<file path="config.mk">
export PLATFORM = sky130hd
export DESIGN_NAME = per_node_sequence_gap_tracker_core
export DESIGN_NICKNAME = d
export VERILOG_FILES = /design/src/rtl/pngt_pkg.sv /design/src/rtl/pngt_front.sv /design/src/rtl/pngt_fifo.sv /design/src/rtl/pngt_back.sv /design/src/rtl/per_node_sequence_gap_tracker_core.sv
export SDC_FILE = /design/constraint.sdc
export NUM_CORES = 2
export LEC_CHECK = 0
export BUFFER_PORTS_ARGS = -buffer_cell sky130_fd_sc_hd__buf_2
export CORE_UTILIZATION = 61
export DETAILED_ROUTE_END_ITERATION = 16
export PLACE_DENSITY_LB_ADDON = 0.2
export SYNTH_ARGS = -nofsm -noshare
export SYNTH_HDL_FRONTEND = slang
export SYNTH_SLANG_ARGS = --single-unit
export TNS_END_PERCENT = 10
</file>
<file path="constraint.sdc">
create_clock -name clk_i -period 6.5 [get_ports clk_i]
set_clock_uncertainty 0.1 [all_clocks]
set_input_delay 0.325 -clock clk_i [delete_from_list [all_inputs] [get_ports clk_i]]
set_output_delay 0.325 -clock clk_i [all_outputs]
set_load 0.01 [all_outputs]
</file>
<file path="src/rtl/pngt_pkg.sv">
// shared types and constants for the per-node sequence gap tracker
// no dependencies; imported by every module of the block
package pngt_pkg;

  localparam int MaxNodes   = 8;
  localparam int SlotW      = (MaxNodes > 1) ? $clog2(MaxNodes) : 1;
  localparam int CountW     = $clog2(MaxNodes + 1);
  localparam int QueueDepth = 2;
  localparam int QPtrW      = (QueueDepth > 1) ? $clog2(QueueDepth) : 1;
  localparam int QCntW      = $clog2(QueueDepth + 1);

  localparam int CfgIdxW  = 2;
  localparam int CfgDataW = 8;

  localparam logic [CfgIdxW-1:0] RegSessionTag = 2'd0;
  localparam logic [CfgIdxW-1:0] RegCentralId  = 2'd1;

  localparam logic [5:0] FrameMinBytes = 6'd24;
  localparam logic [7:0] TypeMocap     = 8'hC1;

  localparam logic [1:0] StAccepted = 2'd0;
  localparam logic [1:0] StRejected = 2'd1;
  localparam logic [1:0] StFull     = 2'd2;

  typedef struct packed {
    logic [5:0]  frame_len;
    logic [7:0]  frame_type;
    logic [7:0]  node_id;
    logic [7:0]  sequence_req;
    logic [7:0]  frame_session;
    logic [31:0] node_time;
    logic [31:0] synced_time;
    logic [31:0] rx_time;
    logic [2:0]  pipe;
  } item_t;

  typedef struct packed {
    logic [1:0]  status;
    logic [2:0]  slot;
    logic        new_node;
    logic [7:0]  out_node_id;
    logic [7:0]  out_sequence;
    logic [7:0]  gap_count;
    logic [31:0] node_total_gaps;
    logic [31:0] node_packets;
    logic [3:0]  tracked_count;
    logic [7:0]  anchor_seq;
    logic [2:0]  anchor_pipe;
    logic [31:0] anchor_time;
  } result_t;

  // classified word passed from front to back
  typedef struct packed {
    item_t item;
    logic  reject;
  } qentry_t;

  // queue handshake between the two halves
  typedef struct packed {
    logic push;
    logic pop;
  } qctl_t;

endpackage

</file>
<file path="src/rtl/pngt_front.sv">
// front end: config registers, frame acceptance and header screening
// depends on pngt_pkg
module pngt_front (
  input  logic                            clk_i,
  input  logic                            rst_ni,
  input  logic                            accept_i,
  input  pngt_pkg::item_t                 item_i,
  input  logic                            cfg_we_i,
  input  logic [pngt_pkg::CfgIdxW-1:0]    cfg_idx_i,
  input  logic [pngt_pkg::CfgDataW-1:0]   cfg_wdata_i,
  output logic                            push_o,
  output pngt_pkg::qentry_t               entry_o
);
  import pngt_pkg::*;

  logic [7:0] session_tag_q, session_tag_d;
  logic [7:0] central_id_q, central_id_d;

  always_comb begin
    session_tag_d = session_tag_q;
    central_id_d  = central_id_q;
    if (cfg_we_i) begin
      case (cfg_idx_i)
        RegSessionTag: session_tag_d = cfg_wdata_i;
        RegCentralId:  central_id_d  = cfg_wdata_i;
        default: ;
      endcase
    end
  end

  always_ff @(posedge clk_i or negedge rst_ni) begin
    if (!rst_ni) begin
      session_tag_q <= '0;
      central_id_q  <= '0;
    end else begin
      session_tag_q <= session_tag_d;
      central_id_q  <= central_id_d;
    end
  end

  assign push_o       = accept_i;
  assign entry_o.item = item_i;
  assign entry_o.reject = (item_i.frame_len < FrameMinBytes) ||
                          (item_i.frame_type != TypeMocap) ||
                          (item_i.frame_session != session_tag_q);

endmodule

</file>
<file path="src/rtl/pngt_fifo.sv">
// short queue of classified words between front and back
// depends on pngt_pkg
module pngt_fifo (
  input  logic               clk_i,
  input  logic               rst_ni,
  input  pngt_pkg::qctl_t    ctl_i,
  input  pngt_pkg::qentry_t  wdata_i,
  output logic               not_empty_o,
  output logic               full_o,
  output pngt_pkg::qentry_t  rdata_o
);
  import pngt_pkg::*;

  qentry_t            mem_q [QueueDepth];
  logic [QPtrW-1:0]   wptr_q, rptr_q;
  logic [QCntW-1:0]   cnt_q;
  logic               do_push, do_pop;

  assign not_empty_o = (cnt_q != '0);
  assign full_o      = (cnt_q == QCntW'(QueueDepth));
  assign do_push     = ctl_i.push && !full_o;
  assign do_pop      = ctl_i.pop && not_empty_o;
  assign rdata_o     = mem_q[rptr_q];

  always_ff @(posedge clk_i) begin
    if (do_push) begin
      mem_q[wptr_q] <= wdata_i;
    end
  end

  always_ff @(posedge clk_i or negedge rst_ni) begin
    if (!rst_ni) begin
      wptr_q <= '0;
      rptr_q <= '0;
      cnt_q  <= '0;
    end else begin
      if (do_push) begin
        wptr_q <= (wptr_q == QPtrW'(QueueDepth - 1)) ? '0 : wptr_q + 1'b1;
      end
      if (do_pop) begin
        rptr_q <= (rptr_q == QPtrW'(QueueDepth - 1)) ? '0 : rptr_q + 1'b1;
      end
      case ({do_push, do_pop})
        2'b10:   cnt_q <= cnt_q + 1'b1;
        2'b01:   cnt_q <= cnt_q - 1'b1;
        default: cnt_q <= cnt_q;
      endcase
    end
  end

endmodule

</file>
<file path="src/rtl/pngt_back.sv">
// back end: node table lookup, slot allocation, gap and counter update
// depends on pngt_pkg
module pngt_back (
  input  logic               clk_i,
  input  logic               rst_ni,
  input  logic               q_valid_i,
  input  pngt_pkg::qentry_t  q_entry_i,
  output logic               pop_o,
  output logic               done_o,
  output pngt_pkg::result_t  result_o
);
  import pngt_pkg::*;

  localparam logic [1:0] BkIdle = 2'd0;
  localparam logic [1:0] BkLook = 2'd1;
  localparam logic [1:0] BkUpd  = 2'd2;

  logic [1:0] state_q, state_d;

  // node table
  logic              valid_q [MaxNodes];
  logic [7:0]        node_q  [MaxNodes];
  logic [31:0]       pkts_q  [MaxNodes];
  logic [31:0]       gaps_q  [MaxNodes];
  logic [7:0]        lseq_q  [MaxNodes];
  logic [31:0]       ntime_q [MaxNodes];
  logic [31:0]       stime_q [MaxNodes];
  logic [31:0]       rtime_q [MaxNodes];
  logic [CountW-1:0] occ_q;
  logic [7:0]        anchor_q;

  qentry_t           cur_q;
  logic              found_q, full_q;
  logic [SlotW-1:0]  idx_q;

  logic              found, free_ok;
  logic [SlotW-1:0]  hit_idx, free_idx;

  logic [31:0]       pk, new_pk, new_gaps;
  logic [7:0]        gap;
  logic [CountW-1:0] occ_nx;
  logic              commit;
  result_t           res_d, res_q;
  logic              done_q;

  // first matching slot wins, else lowest free slot
  always_comb begin
    found    = 1'b0;
    free_ok  = 1'b0;
    hit_idx  = '0;
    free_idx = '0;
    for (int i = 0; i < MaxNodes; i++) begin
      if (valid_q[i] && (node_q[i] == cur_q.item.node_id) && !found) begin
        found   = 1'b1;
        hit_idx = SlotW'(i);
      end
      if (!valid_q[i] && !free_ok) begin
        free_ok  = 1'b1;
        free_idx = SlotW'(i);
      end
    end
  end

  always_comb begin
    pk       = pkts_q[idx_q];
    gap      = (pk != '0) ? (cur_q.item.sequence_req - (lseq_q[idx_q] + 8'd1)) : 8'd0;
    new_gaps = gaps_q[idx_q] + {24'd0, gap};
    new_pk   = pk + 32'd1;
    occ_nx   = found_q ? occ_q : occ_q + 1'b1;
    commit   = (state_q == BkUpd) && !cur_q.reject && !full_q;

    res_d = '0;
    if (cur_q.reject) begin
      res_d.status        = StRejected;
      res_d.tracked_count = 4'(occ_q);
    end else if (full_q) begin
      res_d.status        = StFull;
      res_d.tracked_count = 4'(occ_q);
    end else begin
      res_d.status          = StAccepted;
      res_d.slot            = 3'(idx_q);
      res_d.new_node        = !found_q;
      res_d.out_node_id     = cur_q.item.node_id;
      res_d.out_sequence    = cur_q.item.sequence_req;
      res_d.gap_count       = gap;
      res_d.node_total_gaps = new_gaps;
      res_d.node_packets    = new_pk;
      res_d.tracked_count   = 4'(occ_nx);
      res_d.anchor_seq      = anchor_q;
      res_d.anchor_pipe     = cur_q.item.pipe;
      res_d.anchor_time     = cur_q.item.rx_time;
    end
  end

  always_comb begin
    state_d = state_q;
    pop_o   = 1'b0;
    case (state_q)
      BkIdle: begin
        if (q_valid_i) begin
          pop_o   = 1'b1;
          state_d = BkLook;
        end
      end
      BkLook:  state_d = BkUpd;
      BkUpd:   state_d = BkIdle;
      default: state_d = BkIdle;
    endcase
  end

  always_ff @(posedge clk_i) begin
    if (pop_o) begin
      cur_q <= q_entry_i;
    end
    if (state_q == BkLook) begin
      found_q <= found;
      full_q  <= !found && !free_ok;
      idx_q   <= found ? hit_idx : free_idx;
    end
    if (state_q == BkUpd) begin
      res_q <= res_d;
    end
  end

  always_ff @(posedge clk_i or negedge rst_ni) begin
    if (!rst_ni) begin
      state_q  <= BkIdle;
      done_q   <= 1'b0;
      occ_q    <= '0;
      anchor_q <= '0;
      for (int i = 0; i < MaxNodes; i++) begin
        valid_q[i] <= 1'b0;
        node_q[i]  <= '0;
        pkts_q[i]  <= '0;
        gaps_q[i]  <= '0;
        lseq_q[i]  <= '0;
        ntime_q[i] <= '0;
        stime_q[i] <= '0;
        rtime_q[i] <= '0;
      end
    end else begin
      state_q <= state_d;
      done_q  <= (state_q == BkUpd);
      if (commit) begin
        valid_q[idx_q] <= 1'b1;
        node_q[idx_q]  <= cur_q.item.node_id;
        pkts_q[idx_q]  <= new_pk;
        gaps_q[idx_q]  <= new_gaps;
        lseq_q[idx_q]  <= cur_q.item.sequence_req;
        ntime_q[idx_q] <= cur_q.item.node_time;
        stime_q[idx_q] <= cur_q.item.synced_time;
        rtime_q[idx_q] <= cur_q.item.rx_time;
        occ_q          <= occ_nx;
        anchor_q       <= anchor_q + 8'd1;
      end
    end
  end

  assign done_o   = done_q;
  assign result_o = res_q;

endmodule

</file>
<file path="src/rtl/per_node_sequence_gap_tracker_core.sv">
// top level of the per-node sequence gap tracker
// depends on pngt_pkg, pngt_front, pngt_fifo, pngt_back
//
// usage:
//   a frame header is taken on item_i at a rising edge where start is high
//   and busy is low. busy stays high until that frame's result has been
//   shown. the result word appears on result_o for exactly one cycle with
//   done_o high; the receiver cannot hold it off.
//   the result strobe follows the accepting edge once the back-end
//   sequencer has stepped through pop, table lookup, update and result
//   register, and busy drops at the edge that ends it; one frame is in
//   flight at a time.
//   config: cfg_we_i writes cfg_wdata_i into register cfg_idx_i at once
//   (0 session tag, 1 central id; other indexes are ignored). write only
//   while busy is low.
//   reset: async active low; clears the node table, the occupied count,
//   the anchor sequence and both config registers. no clearing pass.
module per_node_sequence_gap_tracker_core (
  input  logic                           clk_i,
  input  logic                           rst_ni,
  input  logic                           start,
  output logic                           busy,
  input  pngt_pkg::item_t                item_i,
  output logic                           done_o,
  output pngt_pkg::result_t              result_o,
  input  logic                           cfg_we_i,
  input  logic [pngt_pkg::CfgIdxW-1:0]   cfg_idx_i,
  input  logic [pngt_pkg::CfgDataW-1:0]  cfg_wdata_i
);
  import pngt_pkg::*;

  logic    busy_q;
  logic    accept;
  qctl_t   qctl;
  qentry_t f_entry, b_entry;
  logic    q_not_empty, q_full;

  assign accept = start && !busy_q;
  assign busy   = busy_q;

  always_ff @(posedge clk_i or negedge rst_ni) begin
    if (!rst_ni) begin
      busy_q <= 1'b0;
    end else if (accept) begin
      busy_q <= 1'b1;
    end else if (done_o) begin
      busy_q <= 1'b0;
    end
  end

  pngt_front u_front (
    .clk_i       (clk_i),
    .rst_ni      (rst_ni),
    .accept_i    (accept),
    .item_i      (item_i),
    .cfg_we_i    (cfg_we_i),
    .cfg_idx_i   (cfg_idx_i),
    .cfg_wdata_i (cfg_wdata_i),
    .push_o      (qctl.push),
    .entry_o     (f_entry)
  );

  pngt_fifo u_fifo (
    .clk_i       (clk_i),
    .rst_ni      (rst_ni),
    .ctl_i       (qctl),
    .wdata_i     (f_entry),
    .not_empty_o (q_not_empty),
    .full_o      (q_full),
    .rdata_o     (b_entry)
  );

  pngt_back u_back (
    .clk_i     (clk_i),
    .rst_ni    (rst_ni),
    .q_valid_i (q_not_empty && !q_full || q_not_empty),
    .q_entry_i (b_entry),
    .pop_o     (qctl.pop),
    .done_o    (done_o),
    .result_o  (result_o)
  );

endmodule

</file>
==> tab_implementation.tex <==
\begin{tabular}{lr}
\hline
Metric & Value \\
\hline
\multicolumn{2}{l}{\textbf{Logic synthesis}} \\
\quad Ys flop type & sky130\_fd\_sc\_hd\_\_dfrtp\_1 \\
\quad Share of the synthesized area in compound gates (AO/OA/AOI/OAI) & 0.107 \\
\quad Count of flip-flops with a built-in enable after synthesis & 302 \\
\quad Multiplexer fraction of the synthesized cell area & 0.0704 \\
\quad Average size of a mapped cell & 11.2 um\^{}2 \\
\quad Post-Syn Area & 42700 um\^{}2 \\
\quad Adder and majority gate portion of the synthesized area & 0.00709 \\
\quad Flop and latch count out of synthesis & 978 \\
\quad Post-Synth Simple-Gate Area & 0.147 \\
\quad Post-synthesis net count & 3979 \\
\quad Xor and xnor fraction of the mapped netlist area & 0.0293 \\
\quad Combinational family with the most area after synthesis & simple AND/OR/NAND/NOR gates \\
\quad Netlist cell types & 90 \\
\quad Fraction of synthesis flops using an asynchronous set or reset pin & 0.691 \\
\quad Cell count after synthesis & 3805 \\
\quad Yosys warning total & 0 \\
\quad Sequential share of the synthesized area & 0.608 \\
\multicolumn{2}{l}{\textbf{GRT}} \\
\quad Vias in the first global route & 30200 \\
\quad Fraction of met3 tracks used by global routing & 0.0616 \\
\quad Global Route met1 Usage & 0.426 \\
\quad Global-route wire length before repair & 172000 um \\
\quad Grt met2 use & 0.514 \\
\quad Number of antenna violations at the first check in global routing & 1 \\
\quad Pin count of the biggest net entering global routing & 167 \\
\quad GRT Overall Usage & 0.317 \\
\quad Global route hottest layer & met2 \\
\quad Global route total overflow & 0 \\
\multicolumn{2}{l}{\textbf{Die}} \\
\quad Die width & 267 um \\
\quad Vertical extent of the die & 267 um \\
\quad Cell row count & 96 \\
\quad Count of boundary I/O pins & 294 \\
\quad Die ar. & 71100 um\^{}2 \\
\quad Initial cell density of the core & 0.620 \\
\quad Core box area & 68900 um\^{}2 \\
\multicolumn{2}{l}{\textbf{Clocking}} \\
\quad Num Clock Sinks & 978 \\
\quad Clock tree from TritonCTS & yes \\
\quad Num CTS Buffers & 99 \\
\quad Number of levels the H-tree was split into & 3 \\
\quad Root buffer selected by CTS & sky130\_fd\_sc\_hd\_\_clkbuf\_16 \\
\quad Clock Tree Buf Depth & 3 \\
\quad Clock slew at the register clock pins of the worst setup and hold paths & 0.06 ns \\
\quad Clk Latency, worst-skew pair & 0.68 ns \\
\multicolumn{2}{l}{\textbf{Place}} \\
\quad Cell count after placement & 4812 \\
\quad HPWL after DPL & 65900 um \\
\quad Setup slack after placement & 0.432 ns \\
\quad Count of buffers inserted at the top-level ports & 226 \\
\quad Weighted congestion at the end of routability-driven global placement & 0.888 \\
\multicolumn{2}{l}{\textbf{Worst setup path}} \\
\quad Data required, critical path & 6.91 ns \\
\quad Type of origin of the critical path & register \\
\quad End point of the critical path & u\_back.result\_o[108] \\
\quad Crit path arrival time & 6.56 ns \\
\quad Crit end category & register \\
\quad Start of the worst register-to-register path & u\_back.idx\_q[2] \\
\quad Worst setup path start & u\_back.idx\_q[2] \\
\quad Setup slack of the worst register-to-register path & 0.35 ns \\
\quad Max Fanout on Critical Path & 22 \\
\quad Kind of critical path & register to register \\
\quad Worst Reg2Reg Path Length in Cells & 19 \\
\quad R2r endpoint & u\_back.result\_o[108] \\
\multicolumn{2}{l}{\textbf{Pwr}} \\
\quad Comb pwr share & 0.326 \\
\quad Relative contribution of the clock network to total power & 0.266 \\
\quad VDD IR-drop max & 0.450 mV \\
\quad Cell leakage power & 21.0 nW \\
\quad Switching Power & 7.75 mW \\
\quad Reg power frac & 0.407 \\
\quad Switching fraction of total power & 0.362 \\
\quad Internal Power & 13.6 mW \\
\quad Pwr/cell area & 438 nW/um\^{}2 \\
\multicolumn{2}{l}{\textbf{Timing}} \\
\quad Shortest clock period the worst path allows after layout & 6.15 ns \\
\quad Count of pins over their slew limit & 0 \\
\quad Maximum clock rate & 0.163 GHz \\
\quad Total negative slack & 0 ns \\
\quad RSZ-0062 raised after global routing & no \\
\quad Number of hold violations in the final report & 0 \\
\quad Worst slew slack as a fraction of its limit & 0.126 \\
\quad Number of setup violations in the final report & 0 \\
\quad Setup slack of the critical path after layout & 0.352 ns \\
\quad Slew at the pin with the worst max-slew slack & 1.31 ns \\
\quad Worst hold-check slack & 0.0746 ns \\
\quad Fin crit share & 0.946 \\
\multicolumn{2}{l}{\textbf{Cells and area}} \\
\quad Fraction of layout instances using a drive strength above 1 & 0.174 \\
\quad Fin nets & 4222 \\
\quad Post-layout util & 0.708 \\
\quad Area grow syn2layout & 14.3\% \\
\quad Non-Filler Instances & 5066 \\
\multicolumn{2}{l}{\textbf{Routing}} \\
\quad Detailed-route vias per instance & 5.97 \\
\quad WL/cell & 21.7 um \\
\quad 1st-pass router iterations & 6 \\
\quad Number of DRC violations after detailed routing & 0 \\
\quad Final WL & 110000 um \\
\quad Antenna Violating Nets Remaining & 0 \\
\quad Via count & 30200 \\
\quad Violation count after the first detailed-route iteration & 2936 \\
\multicolumn{2}{l}{\textbf{Flow run}} \\
\quad Number of max-capacitance violations reported & 0 \\
\multicolumn{2}{l}{\textbf{Run status}} \\
\quad Outcome & finished clean \\
\multicolumn{2}{l}{\textbf{Min path}} \\
\quad Worst Hold Class & input port to register \\
\hline
\end{tabular}
[power by group through the flow]
stage / Sequential (mW) / Clock [mW] / Combinational [mW]
final: 8.71 / 5.70 / 6.98
after global routing: 8.84 / 6.00 / 7.60
after CTS: 8.70 / 5.74 / 6.90
after detailed placement: 8.80 / 0 / 6.82
after global placement: 8.76 / 0 / 6.72
after floorplan: 8.59 / 0 / 4.54
[state kept, by name, indices dropped and copies added, names as in the netlist]
register and flops:
u_back.gaps_q 256, u_back.lseq_q 64, u_back.result_o 141, u_back.valid_q 8
busy 1, u_back.state_q 2, u_back.pkts_q 256, u_fifo.wptr_q 1
u_fifo.cnt_q 2, u_back.idx_q 3, u_back.node_q 64, u_front.session_tag_q 8
u_back.done_o 1, u_back.anchor_q 8, u_fifo.mem_q 104, u_fifo.rptr_q 1
u_back.full_q 1, u_back.found_q 1, u_back.cur_q 52, u_back.occ_q 4
[repair_timing]
item,4_1_cts,5_1_grt
setup endpoints to repair,0,11
hold buffers,63,0
endpoints found under the hold margin,178,0
resized for setup,0,0
setup buffers,0,3
[how the worst min path moves through the flow]
stage | slack [ns] | startpoint | cells past startpoint | endpoint
global placement | 0.23 | rst_ni | 1 | u_back.pkts_q[164]
CTS | 0.05 | cfg_idx_i[0] | 3 | u_front.session_tag_q[7]
global route | 0.08 | cfg_idx_i[0] | 3 | u_front.session_tag_q[7]
floorplan | -0.07 | rst_ni | 0 | busy
detailed placement | 0.24 | rst_ni | 1 | u_back.pkts_q[132]
finish | 0.07 | cfg_idx_i[0] | 3 | u_front.session_tag_q[7]
[final cells by class]
class                      instances  area (um^2)
sequential                       978        26000
fill                            4989        20100
multi-input combinational       2541        15500
clock buffer                     145         2890
timing repair buffer             407         2770
tap                              931         1160
clock inverter                    41          399
inverter                          21         83.8
antenna                            2         5.00
[synth_stat cells (11+ instances only)]
cell                       instances  area [um^2]
sky130_fd_sc_hd__nand2_1        1007         3780
sky130_fd_sc_hd__mux2i_1          62          621
sky130_fd_sc_hd__a22o_1           16          140
sky130_fd_sc_hd__buf_1            13         48.8
sky130_fd_sc_hd__xnor2_1          99          867
sky130_fd_sc_hd__a22oi_1          26          195
sky130_fd_sc_hd__nor2_1          105          394
sky130_fd_sc_hd__buf_6            17          191
sky130_fd_sc_hd__o21ai_0         418         2090
sky130_fd_sc_hd__buf_2            21          105
sky130_fd_sc_hd__nor3_1           47          235
sky130_fd_sc_hd__o31ai_2          16          200
sky130_fd_sc_hd__clkbuf_1        200          751
sky130_fd_sc_hd__nand4_1          32          200
sky130_fd_sc_hd__o22a_1           11         96.3
sky130_fd_sc_hd__nand2b_1         20          125
sky130_fd_sc_hd__a221oi_1         26          228
sky130_fd_sc_hd__inv_1            19         71.3
sky130_fd_sc_hd__edfxtp_1        302         9070
sky130_fd_sc_hd__nand3_1          24          120
sky130_fd_sc_hd__mux4_2           59         1330
sky130_fd_sc_hd__ha_1             21          263
sky130_fd_sc_hd__o22ai_1          30          188
sky130_fd_sc_hd__nor2b_1          14         87.6
sky130_fd_sc_hd__xor2_1           44          385
sky130_fd_sc_hd__mux2_2           94         1060
sky130_fd_sc_hd__dfrtp_1         676        16900
sky130_fd_sc_hd__o31ai_1          67          503
sky130_fd_sc_hd__a221o_1          11          110
sky130_fd_sc_hd__nor4_1           18          113
sky130_fd_sc_hd__a21oi_1          26          130
sky130_fd_sc_hd__and2_1           79          494
[worst max-delay path, cell delays in order (launching register included)]
cell                       delay (ns)
sky130_fd_sc_hd__edfxtp_1        0.71
sky130_fd_sc_hd__buf_4           0.32
sky130_fd_sc_hd__buf_4           0.36
sky130_fd_sc_hd__nor3b_1         0.08
sky130_fd_sc_hd__o21ai_0         0.42
sky130_fd_sc_hd__and2_1          0.28
sky130_fd_sc_hd__ha_1            0.19
sky130_fd_sc_hd__nand4_1         0.08
sky130_fd_sc_hd__nor4_1          0.27
sky130_fd_sc_hd__and4b_1         0.28
sky130_fd_sc_hd__buf_12          0.17
sky130_fd_sc_hd__nor2_1          0.06
sky130_fd_sc_hd__ha_1            0.36
sky130_fd_sc_hd__o211ai_1        0.09
sky130_fd_sc_hd__o21ai_0         0.29
sky130_fd_sc_hd__o22ai_1         0.25
sky130_fd_sc_hd__nor4_4          0.45
sky130_fd_sc_hd__nand4_2         0.40
sky130_fd_sc_hd__o31a_1          0.57
sky130_fd_sc_hd__nor3_1          0.23
[per-layer routing]
| layer | vias to the layer above | part of all wire |
|---|---|---|
| met4 | 0 | 0.037 |
| li1 | 13800 | - |
| met1 | 15100 | 0.41 |
| met3 | 232 | 0.070 |
| met5 | - | 0 |
| met2 | 1118 | 0.48 |
[cell families after synthesis]
| family | after synthesis |
|---|---|
| flops | 978 |
| buf+inv | 286 |
| xor+xnor | 143 |
| mux | 215 |
| compound gates | 730 |
| fa+ha+maj | 23 |
| simple gates | 1430 |
[cell usage in the layout (no fill, tap or decap), types with 9 or more instances in the layout]
cell | synthesis | routed
sky130_fd_sc_hd__nand2_1 | 1007 | 999
sky130_fd_sc_hd__nor2_1 | 105 | 101
sky130_fd_sc_hd__mux2i_1 | 62 | 62
sky130_fd_sc_hd__clkbuf_16 | 0 | 99
sky130_fd_sc_hd__buf_4 | 10 | 109
sky130_fd_sc_hd__o31ai_1 | 67 | 67
sky130_fd_sc_hd__buf_12 | 2 | 9
sky130_fd_sc_hd__a21oi_1 | 26 | 26
sky130_fd_sc_hd__and2_1 | 79 | 79
sky130_fd_sc_hd__o22ai_1 | 30 | 30
sky130_fd_sc_hd__xnor2_1 | 99 | 99
sky130_fd_sc_hd__ha_1 | 21 | 21
sky130_fd_sc_hd__nand4_1 | 32 | 32
sky130_fd_sc_hd__a22o_1 | 16 | 16
sky130_fd_sc_hd__o21ai_0 | 418 | 418
sky130_fd_sc_hd__inv_1 | 19 | 17
sky130_fd_sc_hd__clkinv_1 | 2 | 18
sky130_fd_sc_hd__dlygate4sd3_1 | 0 | 63
sky130_fd_sc_hd__nand3_1 | 24 | 24
sky130_fd_sc_hd__xor2_1 | 44 | 44
sky130_fd_sc_hd__clkbuf_8 | 0 | 24
sky130_fd_sc_hd__nor3_1 | 47 | 46
sky130_fd_sc_hd__nand2b_1 | 20 | 20
sky130_fd_sc_hd__o31ai_2 | 16 | 16
sky130_fd_sc_hd__edfxtp_1 | 302 | 302
sky130_fd_sc_hd__buf_2 | 21 | 225
sky130_fd_sc_hd__a221o_1 | 11 | 11
sky130_fd_sc_hd__and3_1 | 10 | 10
sky130_fd_sc_hd__o22a_1 | 11 | 11
sky130_fd_sc_hd__nor2b_1 | 14 | 14
sky130_fd_sc_hd__mux4_2 | 59 | 59
sky130_fd_sc_hd__nor4_1 | 18 | 18
sky130_fd_sc_hd__clkinv_2 | 0 | 11
sky130_fd_sc_hd__nand3b_1 | 10 | 10
sky130_fd_sc_hd__a22oi_1 | 26 | 26
sky130_fd_sc_hd__dfrtp_1 | 676 | 675
sky130_fd_sc_hd__clkbuf_1 | 200 | 22
sky130_fd_sc_hd__a221oi_1 | 26 | 26
sky130_fd_sc_hd__mux2_2 | 94 | 94
[stage by stage]
step | cell area (um^2) | power [mW]
final | 48800 | 21.4
after global routing | 48800 | 22.4
after CTS | 48800 | 21.3
after detailed placement | 44900 | 15.6
after global placement | 44900 | 15.5
after floorplan | 42700 | 13.1
(Power assumes the default switching activity.)
